### config.mk
export PLATFORM = sky130hd
export DESIGN_NAME = tcw_front
export DESIGN_NICKNAME = d
export VERILOG_FILES = /design/src/hw/rtl/tcw_pkg.sv /design/src/hw/rtl/tcw_front.sv
export SDC_FILE = /design/constraint.sdc
export NUM_CORES = 1
export LEC_CHECK = 0
export BUFFER_PORTS_ARGS = -buffer_cell sky130_fd_sc_hd__buf_2
export CORE_MARGIN = 5
export CORE_UTILIZATION = 48
export CTS_CLUSTER_SIZE = 24
export DETAILED_ROUTE_END_ITERATION = 12
export PLACE_DENSITY = 0.79
export SKIP_LAST_GASP = 1
export SLEW_MARGIN = 20
export SYNTH_ARGS = -nofsm -noshare
export SYNTH_HDL_FRONTEND = slang
export SYNTH_SLANG_ARGS = --single-unit
### constraint.sdc
create_clock -name clk -period 2.1 [get_ports clk]
set_input_delay 0.105 -clock clk [delete_from_list [all_inputs] [get_ports clk]]
set_output_delay 0.105 -clock clk [all_outputs]
set_load 0.01 [all_outputs]
### src/hw/rtl/tcw_pkg.sv
// ----------------------------------------------------------------------------
// tcw_pkg: shared definitions for the text console writer
// Screen geometry, derived widths, command and character codes, and the
// classified request that travels from the front end to the back end.
// ----------------------------------------------------------------------------
package tcw_pkg;

  localparam int COLUMNS  = 80;
  localparam int ROWS     = 25;
  localparam int TAB_STOP = 8;
  localparam int CELLS    = COLUMNS * ROWS;

  // Widths of the console fields, fixed by the interface.
  localparam int CMD_W   = 2;
  localparam int CHAR_W  = 8;
  localparam int COL_W   = 7;
  localparam int ROW_W   = 5;
  localparam int COUNT_W = 11;
  localparam int POS_W   = 11;

  localparam int AW  = $clog2(CELLS);
  localparam int CNW = $clog2(CELLS + 1);
  // The cursor may run past the last cell by up to one newline or one tab.
  localparam int CMAX = CELLS + COLUMNS + TAB_STOP;
  localparam int CW   = $clog2(CMAX + 1);
  // Largest linear position that a row and column field can address.
  localparam int LINMAX = ((1 << ROW_W) - 1) * COLUMNS + ((1 << COL_W) - 1);
  localparam int MW     = $clog2(((LINMAX > CMAX) ? LINMAX : CMAX) + 1);
  localparam int XW0    = (CW > CNW) ? CW : CNW;
  localparam int XW     = ((XW0 > COUNT_W) ? XW0 : COUNT_W) + 1;
  localparam int TSW    = $clog2(TAB_STOP + 1);

  // Reciprocal of COLUMNS for the cursor's row split; exact for every
  // cursor value below CELLS.
  localparam int RECIP_SH  = 17;
  localparam int COL_RECIP = ((1 << RECIP_SH) + COLUMNS - 1) / COLUMNS;
  localparam int RECIP_W   = $clog2(COL_RECIP + 1);
  localparam int PW        = CW + RECIP_W;

  localparam int QDEPTH = 2;
  localparam int QPW    = $clog2(QDEPTH);
  localparam int QCW    = $clog2(QDEPTH + 1);

  localparam logic [CMD_W-1:0] CMD_PUT   = 2'd0;
  localparam logic [CMD_W-1:0] CMD_PLACE = 2'd1;
  localparam logic [CMD_W-1:0] CMD_ERASE = 2'd2;
  localparam logic [CMD_W-1:0] CMD_READ  = 2'd3;

  localparam logic [CHAR_W-1:0] CH_TAB     = 8'd9;
  localparam logic [CHAR_W-1:0] CH_NEWLINE = 8'd10;
  localparam logic [CHAR_W-1:0] CH_RETURN  = 8'd13;
  localparam logic [CHAR_W-1:0] CH_BLANK   = 8'd32;

  typedef enum logic [2:0] {
    K_CHAR,
    K_NEWLINE,
    K_RETURN,
    K_TAB,
    K_PLACE,
    K_ERASE,
    K_READ
  } op_kind_t;

  typedef struct packed {
    op_kind_t            kind;
    logic [CHAR_W-1:0]   ch;
    logic                start;
    logic [MW-1:0]       lin;
    logic                in_range;
    logic [COUNT_W-1:0]  back;
    logic [COUNT_W-1:0]  clr;
  } op_t;

  typedef struct packed {
    logic pop;
    logic clearing;
  } back_status_t;

endpackage

### src/hw/rtl/tcw_front.sv
// ----------------------------------------------------------------------------
// tcw_front: request intake and classification
// Decodes each request into an operation kind, computes the linear cell
// position, and holds the result in a short queue for the back end.
// ----------------------------------------------------------------------------
module tcw_front (
  input  logic                          clk,
  input  logic                          rst_n,
  input  logic                          in_valid,
  output logic                          in_stall,
  input  logic [tcw_pkg::CMD_W-1:0]     in_command,
  input  logic [tcw_pkg::CHAR_W-1:0]    in_char_code,
  input  logic [tcw_pkg::COL_W-1:0]     in_column,
  input  logic [tcw_pkg::ROW_W-1:0]     in_row,
  input  logic                          in_string_start,
  input  logic [tcw_pkg::COUNT_W-1:0]   in_backtrack,
  input  logic [tcw_pkg::COUNT_W-1:0]   in_clear_count,
  input  tcw_pkg::back_status_t         status,
  output logic                          q_valid,
  output tcw_pkg::op_t                  q_head
);

  tcw_pkg::op_t             q_r [tcw_pkg::QDEPTH];
  logic [tcw_pkg::QPW-1:0]  wp_r, wp_nxt;
  logic [tcw_pkg::QPW-1:0]  rp_r, rp_nxt;
  logic [tcw_pkg::QCW-1:0]  cnt_r, cnt_nxt;
  tcw_pkg::op_t             op;
  logic                     push;

  always_comb begin
    op.ch       = in_char_code;
    op.start    = in_string_start;
    op.back     = in_backtrack;
    op.clr      = in_clear_count;
    op.lin      = tcw_pkg::MW'(in_row) * tcw_pkg::MW'(tcw_pkg::COLUMNS)
                  + tcw_pkg::MW'(in_column);
    op.in_range = (32'(in_column) < tcw_pkg::COLUMNS) && (32'(in_row) < tcw_pkg::ROWS);
    case (in_command)
      tcw_pkg::CMD_PUT: begin
        case (in_char_code)
          tcw_pkg::CH_NEWLINE: op.kind = tcw_pkg::K_NEWLINE;
          tcw_pkg::CH_RETURN:  op.kind = tcw_pkg::K_RETURN;
          tcw_pkg::CH_TAB:     op.kind = tcw_pkg::K_TAB;
          default:             op.kind = tcw_pkg::K_CHAR;
        endcase
      end
      tcw_pkg::CMD_PLACE: op.kind = tcw_pkg::K_PLACE;
      tcw_pkg::CMD_ERASE: op.kind = tcw_pkg::K_ERASE;
      default:            op.kind = tcw_pkg::K_READ;
    endcase
  end

  // Intake is held off during the power-on screen clear.
  assign in_stall = (cnt_r == tcw_pkg::QCW'(tcw_pkg::QDEPTH)) || status.clearing;
  assign push     = in_valid && !in_stall;
  assign q_valid  = (cnt_r != '0);
  assign q_head   = q_r[rp_r];

  always_comb begin
    wp_nxt  = wp_r;
    rp_nxt  = rp_r;
    cnt_nxt = cnt_r;
    if (push) begin
      wp_nxt = (wp_r == tcw_pkg::QPW'(tcw_pkg::QDEPTH - 1)) ? '0 : wp_r + 1'b1;
    end
    if (status.pop) begin
      rp_nxt = (rp_r == tcw_pkg::QPW'(tcw_pkg::QDEPTH - 1)) ? '0 : rp_r + 1'b1;
    end
    if (push && !status.pop) begin
      cnt_nxt = cnt_r + 1'b1;
    end else if (!push && status.pop) begin
      cnt_nxt = cnt_r - 1'b1;
    end
  end

  always_ff @(posedge clk) begin
    if (!rst_n) begin
      wp_r  <= '0;
      rp_r  <= '0;
      cnt_r <= '0;
    end else begin
      wp_r  <= wp_nxt;
      rp_r  <= rp_nxt;
      cnt_r <= cnt_nxt;
    end
    if (push) begin
      q_r[wp_r] <= op;
    end
  end

endmodule

==> results.json <==
{
  "outcome": "finished, final reports clean",
  "vias": 2321,
  "finClkSkew_ns": 0.01029,
  "ys_types": 32,
  "start_kind": "primary input",
  "routedWlPerCell_microns": 14.97,
  "crit_arrival_ns": 1.81,
  "yosysSeqAreaShare_pct": 72.32,
  "utilization_pct": 63.65,
  "start_util_pct": 49.19,
  "numClockSinks": 99,
  "grt_pass1_wl_mm": 11.09,
  "final.period_utilization_pct": 82.57,
  "hold_path.class": "primary input to flop",
  "path_class": "primary input to flop",
  "route.met2.wl_mm": 3.676,
  "p_leak_nw": 2.034,
  "grt_pass1_vias": 2427,
  "cts-root-buf": "clkbuf_8",
  "top_layer_used": "met4",
  "synth.area.top_cells": "edfxtp_1 (70%), mux2_2 (13%), ha_1 (3.7%), dfxtp_1 (2.5%), xnor2_1 (1.5%)",
  "grt_max_degree": 27,
  "path_max_fanout": 4,
  "drt_iter0_markers": 49,
  "syn_nets": 284,
  "io_buffers": 98,
  "fin_tns_setup_ns": 0,
  "layout_min_cycle_time_ns": 1.734,
  "power_density_mw_per_mm2": 786.0,
  "ant_nets": 0,
  "numCtsBuffers": 9,
  "gp_congestion": 0.7982,
  "die_w_microns": 101.8,
  "ios": 99,
  "syn_area_sq_mm": 0.004041,
  "ir_worst_vdd_uv": 518.0,
  "hpwl_mm": 4.924,
  "avgSynthCellArea_sq_um": 18.37,
  "setup_violations": 0,
  "synth_cells": 220,
  "vias_per_cell": 4.876,
  "insertion_delay_ns": 0.34,
  "syn2layout_area_growth_pct": 29.41,
  "yosys.area.top_type": "edfxtp_1",
  "required_ns": 2.18,
  "slew_headroom_pct": 73.68,
  "die_h_microns": 101.8,
  "ys_seq_elements": 99,
  "rsz0062_at_grt": "false",
  "drv_slew": 0,
  "wl_met3_microns": 484,
  "fmax_ghz": 0.5767,
  "clockBufferDepth": 2,
  "grt_antenna_before_repair": 0,
  "cts_resized": 0,
  "worstSetupEndpointType": "flop",
  "dieArea_sq_mm": 0.01036,
  "htreeDepth": 3,
  "synthDominantCellAreaShare_pct": 69.85,
  "tightest_slew_ns": 0.3898,
  "clkSlewWorstSetupHoldPaths_ns": 0.08,
  "tritoncts": "built",
  "synth_warnings": 0,
  "drc_errors": 0,
  "finalHoldViolCount": 0,
  "maxCapViolations": 0,
  "drive_gt1_share_pct": 45.82,
  "core_sq_mm": 0.008217,
  "rows": 33,
  "synth_edf_count": 94,
  "nets": 430,
  "routed_wl_mm": 7.128,
  "grt_usage_pct": 14.09,
  "n_antenna_cell": 0,
  "synth_async_sr_flop_share_pct": 0,
  "drt_pass1_iterations": 4,
  "met1Wirelength_mm": 2.850,
  "ys.flop_type": "edfxtp_1",
  "overflow": 0
}
-- per-stage QoR --
stage	worst slack, ns	total power, mW	instances	hold WS [ns]	instance area (sq um)
2_1_floorplan	0.2926	2.728	220	0.2039	4043
3_3_place_gp	0.09414	2.938	424	0.2930	4678
3_5_place_dp	-0.002259	2.957	424	0.2961	4678
4_1_cts	0.3699	4.175	476	0.07818	5230
5_1_grt	0.3019	4.311	476	0.09740	5230
6_report	0.3660	4.111	476	0.09545	5230
-- metal layers --
metal / GRT usage (%) / up-vias
met3: 3.237 / 8
met2: 25.40 / 64
met4: 5.828 / 0
li1: - / 1132
met5: 0 / -
met1: 16.06 / 1117
-- worst paths after layout --
kind	from	cells past startpoint	slack, ns	end
worst max-delay path	in_row[1]	7	0.37	q_r[1][33]
worst min-delay path	in_column[4]	2	0.1	q_r[0][27]
worst max register to register	cnt_r[0]	4	0.45	q_r[0][45]
worst min register to register	cnt_r[1]	2	0.57	cnt_r[1]
-- cell usage after synthesis, types with 2 or more instances --
library cell and number:
ha_1 12, fa_1 2, inv_1 11, xnor2_1 7, buf_4 3, mux2_2 47, nor2b_1 2, a21oi_1 3
edfxtp_1 94, dfxtp_1 5, o21ai_0 3, a21o_1 3, nand2_1 2, buf_2 2, and2_1 4, xor2_1 4
-- registers in the layout, indices dropped and copies added, names as in the netlist, named ones only --
signal	cells
wp_r	1
q_r	94
rp_r	1
cnt_r	2
-- worst max-delay path, stage by stage --
cell and delay [ns]:
buf_2 0.12, ha_1 0.30, ha_1 0.23, fa_1 0.41
xor2_1 0.29, o2111ai_1 0.19, xnor2_1 0.17
-- layout by cell type (no fill, tap or decap), drive strengths merged --
master       netlist  final
o311ai             1      1
o2111ai            1      1
nor4b              1      1
nand3b             1      1
o41ai              1      1
inv               12     13
o21a               1      1
edfxtp            94     94
a32o               1      1
mux2              47     47
or2                1      1
nor2b              2      2
o32ai              1      1
o21ai              3      3
ha                12     12
fa                 2      2
or3                1      1
bufinv             0      1
nand2              2      2
clkbuf             0     10
xnor2              7      7
nor2               1      1
clkinv             0      4
and2b              1      1
a21o               3      3
buf                5    104
a21boi             1      1
dfxtp              5      5
xor2               4      4
dlygate4sd3        0     36
and2               5      5
a211oi             1      1
a21oi              3      3
-- area by class of cell --
class,count,area (sq um)
fill,622,2987
sequential,99,2924
multi-input combinational,104,1042
timing repair buffer,140,895.9
tap,105,131.4
clock buffer,10,127.6
clock inverter,6,63.81
inverter,12,45.04
-- cells by family after synthesis --
family          count (synthesis)  share of synthesized area [%]
fa+ha+maj                      14                          4.706
buf+inv                        17                          1.919
simple gates                   15                          2.291
compound gates                 17                          3.282
flops                          99                          72.32
xor+xnor                       11                          2.384
mux                            47                          13.10
-- repair_timing --
action	in CTS	in global routing
hold buffers	36	0
setup endpoints to repair	0	0
hold endpoints to repair	71	0
buffers inserted	0	0
-- power breakdown --
part / switching [mW] / total (mW) / leakage, nW / internal [mW]
logic: 0.315 / 0.639 / 1.04 / 0.324
clock network: 0.604 / 1.16 / 0.0959 / 0.552
registers: 0.0298 / 2.32 / 0.903 / 2.29
Power figures use the tool's default switching activity.
