**config.mk**
```make
export PLATFORM = sky130hd
export DESIGN_NAME = tcw_back
export DESIGN_NICKNAME = d
export VERILOG_FILES = /design/src/hw/rtl/tcw_pkg.sv /design/src/hw/rtl/tcw_back.sv
export SDC_FILE = /design/constraint.sdc
export NUM_CORES = 1
export LEC_CHECK = 0
export BUFFER_PORTS_ARGS = -buffer_cell sky130_fd_sc_hd__buf_2
export CAP_MARGIN = 25
export CELL_PAD_IN_SITES_DETAIL_PLACEMENT = 2
export CELL_PAD_IN_SITES_GLOBAL_PLACEMENT = 2
export CORE_MARGIN = 10
export CORE_UTILIZATION = 39
export CTS_CLUSTER_DIAMETER = 100
export DETAILED_ROUTE_END_ITERATION = 16
export HOLD_SLACK_MARGIN = 0.08
export PLACE_DENSITY = 0.87
export SETUP_SLACK_MARGIN = 0.4
export SLEW_MARGIN = 10
export SYNTH_ARGS = -nofsm -noshare
export SYNTH_HDL_FRONTEND = slang
export SYNTH_SLANG_ARGS = --single-unit
```
**constraint.sdc**
```tcl
create_clock -name clk -period 9.5 [get_ports clk]
set_input_delay 0.475 -clock clk [delete_from_list [all_inputs] [get_ports clk]]
set_output_delay 0.475 -clock clk [all_outputs]
set_load 0.02 [all_outputs]
```
**src/hw/rtl/tcw_pkg.sv**
```systemverilog
// ----------------------------------------------------------------------------
// tcw_pkg: shared definitions for the text console writer
// Screen geometry, derived widths, command and character codes, and the
// classified request that travels from the front end to the back end.
// ----------------------------------------------------------------------------
package tcw_pkg;

  localparam int COLUMNS  = 80;
  localparam int ROWS     = 25;
  localparam int TAB_STOP = 8;
  localparam int CELLS    = COLUMNS * ROWS;

  // Widths of the console fields, fixed by the interface.
  localparam int CMD_W   = 2;
  localparam int CHAR_W  = 8;
  localparam int COL_W   = 7;
  localparam int ROW_W   = 5;
  localparam int COUNT_W = 11;
  localparam int POS_W   = 11;

  localparam int AW  = $clog2(CELLS);
  localparam int CNW = $clog2(CELLS + 1);
  // The cursor may run past the last cell by up to one newline or one tab.
  localparam int CMAX = CELLS + COLUMNS + TAB_STOP;
  localparam int CW   = $clog2(CMAX + 1);
  // Largest linear position that a row and column field can address.
  localparam int LINMAX = ((1 << ROW_W) - 1) * COLUMNS + ((1 << COL_W) - 1);
  localparam int MW     = $clog2(((LINMAX > CMAX) ? LINMAX : CMAX) + 1);
  localparam int XW0    = (CW > CNW) ? CW : CNW;
  localparam int XW     = ((XW0 > COUNT_W) ? XW0 : COUNT_W) + 1;
  localparam int TSW    = $clog2(TAB_STOP + 1);

  // Reciprocal of COLUMNS for the cursor's row split; exact for every
  // cursor value below CELLS.
  localparam int RECIP_SH  = 17;
  localparam int COL_RECIP = ((1 << RECIP_SH) + COLUMNS - 1) / COLUMNS;
  localparam int RECIP_W   = $clog2(COL_RECIP + 1);
  localparam int PW        = CW + RECIP_W;

  localparam int QDEPTH = 2;
  localparam int QPW    = $clog2(QDEPTH);
  localparam int QCW    = $clog2(QDEPTH + 1);

  localparam logic [CMD_W-1:0] CMD_PUT   = 2'd0;
  localparam logic [CMD_W-1:0] CMD_PLACE = 2'd1;
  localparam logic [CMD_W-1:0] CMD_ERASE = 2'd2;
  localparam logic [CMD_W-1:0] CMD_READ  = 2'd3;

  localparam logic [CHAR_W-1:0] CH_TAB     = 8'd9;
  localparam logic [CHAR_W-1:0] CH_NEWLINE = 8'd10;
  localparam logic [CHAR_W-1:0] CH_RETURN  = 8'd13;
  localparam logic [CHAR_W-1:0] CH_BLANK   = 8'd32;

  typedef enum logic [2:0] {
    K_CHAR,
    K_NEWLINE,
    K_RETURN,
    K_TAB,
    K_PLACE,
    K_ERASE,
    K_READ
  } op_kind_t;

  typedef struct packed {
    op_kind_t            kind;
    logic [CHAR_W-1:0]   ch;
    logic                start;
    logic [MW-1:0]       lin;
    logic                in_range;
    logic [COUNT_W-1:0]  back;
    logic [COUNT_W-1:0]  clr;
  } op_t;

  typedef struct packed {
    logic pop;
    logic clearing;
  } back_status_t;

endpackage

```
**src/hw/rtl/tcw_back.sv**
```systemverilog
// ----------------------------------------------------------------------------
// tcw_back: operation sequencer
// Carries out queued operations on the screen memory: character writes,
// cursor moves, scrolling, blanking runs and cell reads, then registers
// one result per request.
// ----------------------------------------------------------------------------
module tcw_back (
  input  logic                         clk,
  input  logic                         rst_n,
  input  logic                         q_valid,
  input  tcw_pkg::op_t                 q_head,
  output tcw_pkg::back_status_t        status,
  output logic                         ram_we,
  output logic [tcw_pkg::AW-1:0]       ram_waddr,
  output logic [tcw_pkg::CHAR_W-1:0]   ram_wdata,
  output logic [tcw_pkg::AW-1:0]       ram_raddr,
  input  logic [tcw_pkg::CHAR_W-1:0]   ram_rdata,
  output logic                         out_valid,
  input  logic                         out_stall,
  output logic [tcw_pkg::POS_W-1:0]    out_cursor_pos,
  output logic [tcw_pkg::CHAR_W-1:0]   out_cell_char
);

  typedef enum logic [3:0] {
    ST_CLEAR,
    ST_IDLE,
    ST_MOD_DONE,
    ST_SETTLE,
    ST_SCROLL,
    ST_SCR_FLUSH,
    ST_BLANK,
    ST_ER1,
    ST_ER2,
    ST_READ_WT,
    ST_DONE
  } state_t;

  state_t                       state_r, state_nxt;
  logic [tcw_pkg::CW-1:0]       cursor_r, cursor_nxt;
  logic [tcw_pkg::AW-1:0]       pp_r, pp_nxt;
  tcw_pkg::op_t                 cur_r, cur_nxt;
  logic [tcw_pkg::MW-1:0]       rem_r, rem_nxt;
  logic [tcw_pkg::TSW-1:0]      step_r, step_nxt;
  logic                         tab_pend_r, tab_pend_nxt;
  logic [tcw_pkg::AW-1:0]       bl_addr_r, bl_addr_nxt;
  logic [tcw_pkg::CNW-1:0]      bl_cnt_r, bl_cnt_nxt;
  logic                         ret_settle_r, ret_settle_nxt;
  logic [tcw_pkg::AW-1:0]       sc_r, sc_nxt;
  logic                         pend_v_r, pend_v_nxt;
  logic [tcw_pkg::AW-1:0]       pend_addr_r, pend_addr_nxt;
  logic [tcw_pkg::CHAR_W-1:0]   read_val_r, read_val_nxt;
  logic                         out_valid_r, out_valid_nxt;
  logic [tcw_pkg::POS_W-1:0]    out_cursor_r, out_cursor_nxt;
  logic [tcw_pkg::CHAR_W-1:0]   out_char_r, out_char_nxt;

  logic [tcw_pkg::PW-1:0]       col_prod;
  logic [tcw_pkg::CW-1:0]       col_quot;
  logic [tcw_pkg::CW-1:0]       col_rem;
  logic [tcw_pkg::CNW-1:0]      tab_cnt;
  logic [tcw_pkg::CNW-1:0]      room;
  logic [tcw_pkg::AW-1:0]       rem_addr;

  // Column of the cursor by reciprocal multiplication; the cursor is always
  // below CELLS when a request is taken.
  assign col_prod = tcw_pkg::PW'(cursor_r) * tcw_pkg::PW'(tcw_pkg::COL_RECIP);
  assign col_quot = tcw_pkg::CW'(col_prod >> tcw_pkg::RECIP_SH);
  assign col_rem  = cursor_r - col_quot * tcw_pkg::CW'(tcw_pkg::COLUMNS);
  assign tab_cnt  = (tcw_pkg::XW'(cursor_r) < tcw_pkg::XW'(step_r))
                    ? tcw_pkg::CNW'(cursor_r) : tcw_pkg::CNW'(step_r);
  assign room     = tcw_pkg::CNW'(tcw_pkg::CELLS) - tcw_pkg::CNW'(cursor_r);
  assign rem_addr = tcw_pkg::AW'(rem_r);

  always_comb begin
    state_nxt      = state_r;
    cursor_nxt     = cursor_r;
    pp_nxt         = pp_r;
    cur_nxt        = cur_r;
    rem_nxt        = rem_r;
    step_nxt       = step_r;
    tab_pend_nxt   = tab_pend_r;
    bl_addr_nxt    = bl_addr_r;
    bl_cnt_nxt     = bl_cnt_r;
    ret_settle_nxt = ret_settle_r;
    sc_nxt         = sc_r;
    pend_v_nxt     = pend_v_r;
    pend_addr_nxt  = pend_addr_r;
    read_val_nxt   = read_val_r;
    out_valid_nxt  = out_valid_r && out_stall;
    out_cursor_nxt = out_cursor_r;
    out_char_nxt   = out_char_r;
    status.pop      = 1'b0;
    status.clearing = (state_r == ST_CLEAR);
    ram_we    = 1'b0;
    ram_waddr = bl_addr_r;
    ram_wdata = tcw_pkg::CH_BLANK;
    ram_raddr = sc_r;

    case (state_r)
      ST_CLEAR: begin
        ram_we      = 1'b1;
        bl_addr_nxt = bl_addr_r + 1'b1;
        bl_cnt_nxt  = bl_cnt_r - 1'b1;
        if (bl_cnt_r == tcw_pkg::CNW'(1)) begin
          state_nxt = ST_IDLE;
        end
      end

      ST_IDLE: begin
        if (q_valid) begin
          status.pop   = 1'b1;
          cur_nxt      = q_head;
          read_val_nxt = '0;
          case (q_head.kind)
            tcw_pkg::K_CHAR: begin
              ram_we     = 1'b1;
              ram_waddr  = tcw_pkg::AW'(cursor_r);
              ram_wdata  = q_head.ch;
              cursor_nxt = cursor_r + 1'b1;
              state_nxt  = ST_SETTLE;
            end
            tcw_pkg::K_NEWLINE, tcw_pkg::K_RETURN: begin
              rem_nxt   = tcw_pkg::MW'(col_rem);
              state_nxt = ST_MOD_DONE;
            end
            tcw_pkg::K_TAB: begin
              rem_nxt   = tcw_pkg::MW'(cursor_r % tcw_pkg::CW'(tcw_pkg::TAB_STOP));
              state_nxt = ST_MOD_DONE;
            end
            tcw_pkg::K_PLACE: begin
              if (q_head.start) begin
                // A start position never reaches twice the cell count.
                rem_nxt   = (q_head.lin >= tcw_pkg::MW'(tcw_pkg::CELLS))
                            ? q_head.lin - tcw_pkg::MW'(tcw_pkg::CELLS) : q_head.lin;
                state_nxt = ST_MOD_DONE;
              end else begin
                ram_we    = 1'b1;
                ram_waddr = pp_r;
                ram_wdata = q_head.ch;
                pp_nxt    = (pp_r == tcw_pkg::AW'(tcw_pkg::CELLS - 1)) ? '0 : pp_r + 1'b1;
                state_nxt = ST_DONE;
              end
            end
            tcw_pkg::K_ERASE: begin
              state_nxt = ST_ER1;
            end
            default: begin
              if (q_head.in_range) begin
                ram_raddr = tcw_pkg::AW'(q_head.lin);
                state_nxt = ST_READ_WT;
              end else begin
                state_nxt = ST_DONE;
              end
            end
          endcase
        end
      end

      ST_MOD_DONE: begin
        case (cur_r.kind)
          tcw_pkg::K_NEWLINE: begin
            cursor_nxt = cursor_r + tcw_pkg::CW'(tcw_pkg::COLUMNS) - tcw_pkg::CW'(rem_r);
            state_nxt  = ST_SETTLE;
          end
          tcw_pkg::K_RETURN: begin
            cursor_nxt = cursor_r - tcw_pkg::CW'(rem_r);
            state_nxt  = ST_DONE;
          end
          tcw_pkg::K_TAB: begin
            step_nxt     = tcw_pkg::TSW'(tcw_pkg::TAB_STOP) - tcw_pkg::TSW'(rem_r);
            cursor_nxt   = cursor_r + tcw_pkg::CW'(tcw_pkg::TAB_STOP)
                           - tcw_pkg::CW'(rem_r);
            tab_pend_nxt = 1'b1;
            state_nxt    = ST_SETTLE;
          end
          tcw_pkg::K_PLACE: begin
            ram_we    = 1'b1;
            ram_waddr = rem_addr;
            ram_wdata = cur_r.ch;
            pp_nxt    = (rem_addr == tcw_pkg::AW'(tcw_pkg::CELLS - 1)) ? '0
                        : rem_addr + 1'b1;
            state_nxt = ST_DONE;
          end
          default: begin
            state_nxt = ST_DONE;
          end
        endcase
      end

      ST_SETTLE: begin
        if (cursor_r >= tcw_pkg::CW'(tcw_pkg::CELLS)) begin
          cursor_nxt = cursor_r - tcw_pkg::CW'(tcw_pkg::COLUMNS);
          sc_nxt     = tcw_pkg::AW'(tcw_pkg::COLUMNS);
          pend_v_nxt = 1'b0;
          state_nxt  = ST_SCROLL;
        end else if (tab_pend_r) begin
          // Blank the cells the tab skipped, never below cell zero.
          tab_pend_nxt   = 1'b0;
          bl_addr_nxt    = tcw_pkg::AW'(cursor_r) - tcw_pkg::AW'(tab_cnt);
          bl_cnt_nxt     = tab_cnt;
          ret_settle_nxt = 1'b0;
          state_nxt      = ST_BLANK;
        end else begin
          state_nxt = ST_DONE;
        end
      end

      // Each cell is read one row below its target and written in the cycle after its read.
      ST_SCROLL: begin
        ram_raddr     = sc_r;
        ram_we        = pend_v_r;
        ram_waddr     = pend_addr_r;
        ram_wdata     = ram_rdata;
        pend_v_nxt    = 1'b1;
        pend_addr_nxt = sc_r - tcw_pkg::AW'(tcw_pkg::COLUMNS);
        if (sc_r == tcw_pkg::AW'(tcw_pkg::CELLS - 1)) begin
          state_nxt = ST_SCR_FLUSH;
        end else begin
          sc_nxt = sc_r + 1'b1;
        end
      end

      ST_SCR_FLUSH: begin
        ram_we         = 1'b1;
        ram_waddr      = pend_addr_r;
        ram_wdata      = ram_rdata;
        pend_v_nxt     = 1'b0;
        bl_addr_nxt    = tcw_pkg::AW'(tcw_pkg::CELLS - tcw_pkg::COLUMNS);
        bl_cnt_nxt     = tcw_pkg::CNW'(tcw_pkg::COLUMNS);
        ret_settle_nxt = 1'b1;
        state_nxt      = ST_BLANK;
      end

      ST_BLANK: begin
        if (bl_cnt_r == '0) begin
          state_nxt = ret_settle_r ? ST_SETTLE : ST_DONE;
        end else begin
          ram_we      = 1'b1;
          bl_addr_nxt = bl_addr_r + 1'b1;
          bl_cnt_nxt  = bl_cnt_r - 1'b1;
          if (bl_cnt_r == tcw_pkg::CNW'(1)) begin
            state_nxt = ret_settle_r ? ST_SETTLE : ST_DONE;
          end
        end
      end

      ST_ER1: begin
        if (tcw_pkg::XW'(cursor_r) > tcw_pkg::XW'(cur_r.back)) begin
          cursor_nxt = cursor_r - tcw_pkg::CW'(cur_r.back);
        end else begin
          cursor_nxt = '0;
        end
        state_nxt = ST_ER2;
      end

      ST_ER2: begin
        bl_addr_nxt    = tcw_pkg::AW'(cursor_r);
        bl_cnt_nxt     = (tcw_pkg::XW'(cur_r.clr) > tcw_pkg::XW'(room))
                         ? room : tcw_pkg::CNW'(cur_r.clr);
        ret_settle_nxt = 1'b0;
        state_nxt      = ST_BLANK;
      end

      ST_READ_WT: begin
        read_val_nxt = ram_rdata;
        state_nxt    = ST_DONE;
      end

      ST_DONE: begin
        if (!out_valid_r || !out_stall) begin
          out_valid_nxt  = 1'b1;
          out_cursor_nxt = tcw_pkg::POS_W'(cursor_r);
          out_char_nxt   = read_val_r;
          state_nxt      = ST_IDLE;
        end
      end

      default: begin
        state_nxt = ST_IDLE;
      end
    endcase
  end

  always_ff @(posedge clk) begin
    if (!rst_n) begin
      state_r     <= ST_CLEAR;
      cursor_r    <= '0;
      pp_r        <= '0;
      tab_pend_r  <= 1'b0;
      pend_v_r    <= 1'b0;
      bl_addr_r   <= '0;
      bl_cnt_r    <= tcw_pkg::CNW'(tcw_pkg::CELLS);
      out_valid_r <= 1'b0;
    end else begin
      state_r     <= state_nxt;
      cursor_r    <= cursor_nxt;
      pp_r        <= pp_nxt;
      tab_pend_r  <= tab_pend_nxt;
      pend_v_r    <= pend_v_nxt;
      bl_addr_r   <= bl_addr_nxt;
      bl_cnt_r    <= bl_cnt_nxt;
      out_valid_r <= out_valid_nxt;
    end
    cur_r        <= cur_nxt;
    rem_r        <= rem_nxt;
    step_r       <= step_nxt;
    ret_settle_r <= ret_settle_nxt;
    sc_r         <= sc_nxt;
    pend_addr_r  <= pend_addr_nxt;
    read_val_r   <= read_val_nxt;
    out_cursor_r <= out_cursor_nxt;
    out_char_r   <= out_char_nxt;
  end

  assign out_valid      = out_valid_r;
  assign out_cursor_pos = out_cursor_r;
  assign out_cell_char  = out_char_r;

endmodule

```
==> impl_metrics.toml <==
[run]
max-cap-violations = 0

[worst_setup_path]
ff2ff_setup_slack_ns = 1.29
critPathLaunchType = "flip-flop"
path_class = "flip-flop to flip-flop"
crit_start = "cursor_r[11]$_SDFFE_PN0P_"
critical_path.max_fanout = 14
worst_reg2reg_startpoint = "cursor_r[11]$_SDFFE_PN0P_"
arrival_ns = 8.38
timing.rr.end = "rem_r[11]$_DFFE_PP_"
worst-endpoint-required_ns = 9.67
timing.reg2reg.worst_path_depth = 27
timing.critical_path.to_type = "flip-flop"

[floorplan]
dieArea_um2 = 45100
ios = 112
placementRows = 70
die_height_um = 212
placeable_core_region_um2 = 36600
floorplan.initialDensity_pct = 39.5
die_x_um = 212

[pwr]
vdd_drop_max_uv = 130
power.share.combinational_pct = 5.0
power.share.switching_pct = 27.6
cellPowerDensity_nw_per_um2 = 91.7
p_leak_uw = 0.00702
power.clock.fraction_pct = 47.2
switching_power_uw = 407
share_seq_of_total_power_pct = 47.8
power.total_uw = 1480
p_int_uw = 1070

[yosys]
synth_fp_nets = 1929
yosysUniqueCellTypes = 77
postSynthCellCount = 1644
ys_async_sr_fraction_pct = 0
synth_area_leader_cell = "sky130_fd_sc_hd__edfxtp_1"
synth_seq_area_share_pct = 27.8
synth-edff-count = 99
netlist.area_leader.share_pct = 20.6
synthesis.area_um2 = 14500
synth_top_cells_by_area = "sky130_fd_sc_hd__edfxtp_1 (21%), sky130_fd_sc_hd__ha_1 (15%), sky130_fd_sc_hd__fa_1 (7.3%)"
synth_seq_cells = 151
synthFlopType = "sky130_fd_sc_hd__edfxtp_1"
ys_warn_count = 0
yosys-top-cells-count = "sky130_fd_sc_hd__inv_1 (192), sky130_fd_sc_hd__ha_1 (173), sky130_fd_sc_hd__nand2_1 (127)"
post_synth.cell_area_avg_um2 = 8.79
synth.most_common_cell = "sky130_fd_sc_hd__inv_1"

[placed_design]
dp_hpwl_um = 48200
post-place-ws_ns = 1.43
place_congestion = 0.936
io_buffers = 111
dp_cells = 2180

[cells_and_area]
fin_nets = 2016
layout-drive-gt1-share_pct = 11.4
antennaDiodeCount = 0
area_growth_pct = 11.3
layout.cells.non_filler = 2212

[timing]
fin_ws_ns = 1.29
timing.final.crit_share_pct = 86.4
timing_worst_slew_pin_value_ns = 1.01
finalSetupViolCount = 0
final_max_slew_viol_count = 0
achievable-frequency_mhz = 122
period_minus_slack_ns = 8.21
setup_repair_after_global_routing_missed_its_margin = "no"
timing.clock.skew_ns = 0.0195
setup_total_negative_slack_ns = 0
final_hold_viol_count = 0
worst_slew_margin_pct = 32.8

[clock_network]
clockRootBuffer = "sky130_fd_sc_hd__clkbuf_16"
clk_latency_ns = 0.48
tritoncts = "yes"
postCtsSetupRepairBufs = 0
clockBufferDepth = 2
clk_pin_slew_ns = 0.07
tritoncts.num_buffers = 17
clk_sink_count = 151
cts-hold-fix-buffers = 0
post_cts_resized = 0
htreeDepth = 4

[global_route]
grt_pass1_wl_um = 97900
first_global_vias = 15700
pin_count_of_the_biggest_net_entering_global_routing = 55
gr-usage-all-layers_pct = 28.6
grt-ovfl-total = 0
antenna_found_initial = 0

[detailed_routing]
drt-total-wl_um = 64900
num_vias = 14000
drtIter0Drc = 1145
first_pass_iters = 6
routed_via_density = 6.33
post_drt_wl_per_cell_um = 29.4
detail_route.drc_violations = 0
antenna_violating_nets_post_route = 0

[min_path]
timing.hold.worst_path_depth = 1
worstHoldEndpoint = "cur_r[21]$_DFFE_PP_"
startpoint_of_the_lowest_slack_hold_path = "q_head[21]"
min_path_type = "primary input to flip-flop"

[run_status]
status = "finished, final reports clean"
## area by class of cell
class | count | area, µm²
clock buffer | 17 | 425
clock inverter | 15 | 135
fill | 4018 | 20500
inverter | 193 | 724
multi-input combinational | 1228 | 9440
sequential | 151 | 4010
tap | 468 | 586
timing repair buffer | 140 | 768
## power groups by stage
stage	clock network (µW)	registers (µW)	logic, µW
floorplan	0	716	38.9
global placement	0	719	67.2
detailed placement	0	719	71.8
CTS	702	704	73.3
global route	724	705	80.0
finish	697	705	74.0
## flip-flops by register name, summed over array words and instances (netlist names), 8 cells and up
name and cells:
cur_r 33, cursor_r 12, rem_r 12, bl_addr_r 11
bl_cnt_r 11, out_cursor_pos 11, pend_addr_r 11, pp_r 11
sc_r 11, out_cell_char 8, read_val_r 8
## layer usage
metal / vias up / global-route usage [%] / part of all wire [%]
li1: 6065 / - / -
met1: 7201 / 32.9 / 39
met2: 550 / 50.4 / 52
met3: 184 / 4.30 / 5.5
met4: 0 / 14.4 / 4.4
met5: - / 0 / 0
## layout by cell type (no fill, tap or decap), types with 27 or more instances in the layout
cell type                  Yosys  final
sky130_fd_sc_hd__edfxtp_1     99     99
sky130_fd_sc_hd__xor2_1       38     38
sky130_fd_sc_hd__fa_1         53     53
sky130_fd_sc_hd__dfxtp_1      52     52
sky130_fd_sc_hd__buf_4         0     27
sky130_fd_sc_hd__and3_1       27     27
sky130_fd_sc_hd__nor3_1       35     34
sky130_fd_sc_hd__ha_1        173    173
sky130_fd_sc_hd__inv_1       192    192
sky130_fd_sc_hd__buf_2         9    113
sky130_fd_sc_hd__nor2_1      103    103
sky130_fd_sc_hd__nor2b_1      32     32
sky130_fd_sc_hd__xnor2_1      64     64
sky130_fd_sc_hd__o21ai_0      97     97
sky130_fd_sc_hd__nand3_1      40     40
sky130_fd_sc_hd__a21oi_1      96     95
sky130_fd_sc_hd__nand2_1     127    127
## cells by family after synthesis
logic type	after synthesis	share of synthesized area, %
fa+ha+maj	226	22.3
simple gates	446	14.9
xor+xnor	103	6.34
mux	22	1.64
flops	151	27.8
buf+inv	265	7.02
compound gates	431	20.0
## critical path, cell delays in order, from the launching register on
cell	delay (ns)
sky130_fd_sc_hd__dfxtp_1	0.78
sky130_fd_sc_hd__clkinv_1	0.54
sky130_fd_sc_hd__ha_1	0.47
sky130_fd_sc_hd__inv_1	0.06
sky130_fd_sc_hd__fa_1	0.47
sky130_fd_sc_hd__inv_1	0.06
sky130_fd_sc_hd__fa_1	0.46
sky130_fd_sc_hd__ha_1	0.32
sky130_fd_sc_hd__ha_1	0.31
sky130_fd_sc_hd__ha_1	0.31
sky130_fd_sc_hd__o211ai_1	0.11
sky130_fd_sc_hd__nor2_1	0.15
sky130_fd_sc_hd__o21ai_0	0.11
sky130_fd_sc_hd__a22oi_1	0.51
sky130_fd_sc_hd__a41oi_1	0.24
sky130_fd_sc_hd__nand2b_1	0.16
sky130_fd_sc_hd__xor2_1	0.26
sky130_fd_sc_hd__ha_1	0.28
sky130_fd_sc_hd__ha_1	0.24
sky130_fd_sc_hd__fa_1	0.51
sky130_fd_sc_hd__inv_1	0.05
sky130_fd_sc_hd__ha_1	0.33
sky130_fd_sc_hd__nand2_1	0.10
sky130_fd_sc_hd__o21ai_0	0.13
sky130_fd_sc_hd__o41ai_1	0.31
sky130_fd_sc_hd__xnor3_1	0.31
sky130_fd_sc_hd__xnor2_1	0.19
sky130_fd_sc_hd__o32ai_1	0.11
## through the flow
stage	utilization (%)	instance area, µm²	hold WS (ns)
2_1_floorplan	-	14500	0.400
3_3_place_gp	42.3	15500	0.402
3_5_place_dp	42.4	15500	0.406
4_1_cts	43.9	16100	0.160
5_1_grt	43.9	16100	0.166
6_report	43.9	16100	0.171
## worst max path at each step
stage | end | slack [ns] | cells past startpoint
final | rem_r[11]$_DFFE_PP_ | 1.29 | 27
after floorplan | rem_r[11]$_DFFE_PP_ | 2.09 | 30
after CTS | rem_r[11]$_DFFE_PP_ | 1.34 | 27
after global placement | rem_r[11]$_DFFE_PP_ | 2.00 | 27
after global routing | rem_r[11]$_DFFE_PP_ | 0.93 | 27
after detailed placement | rem_r[11]$_DFFE_PP_ | 1.43 | 27
Power figures use the tool's default switching activity.
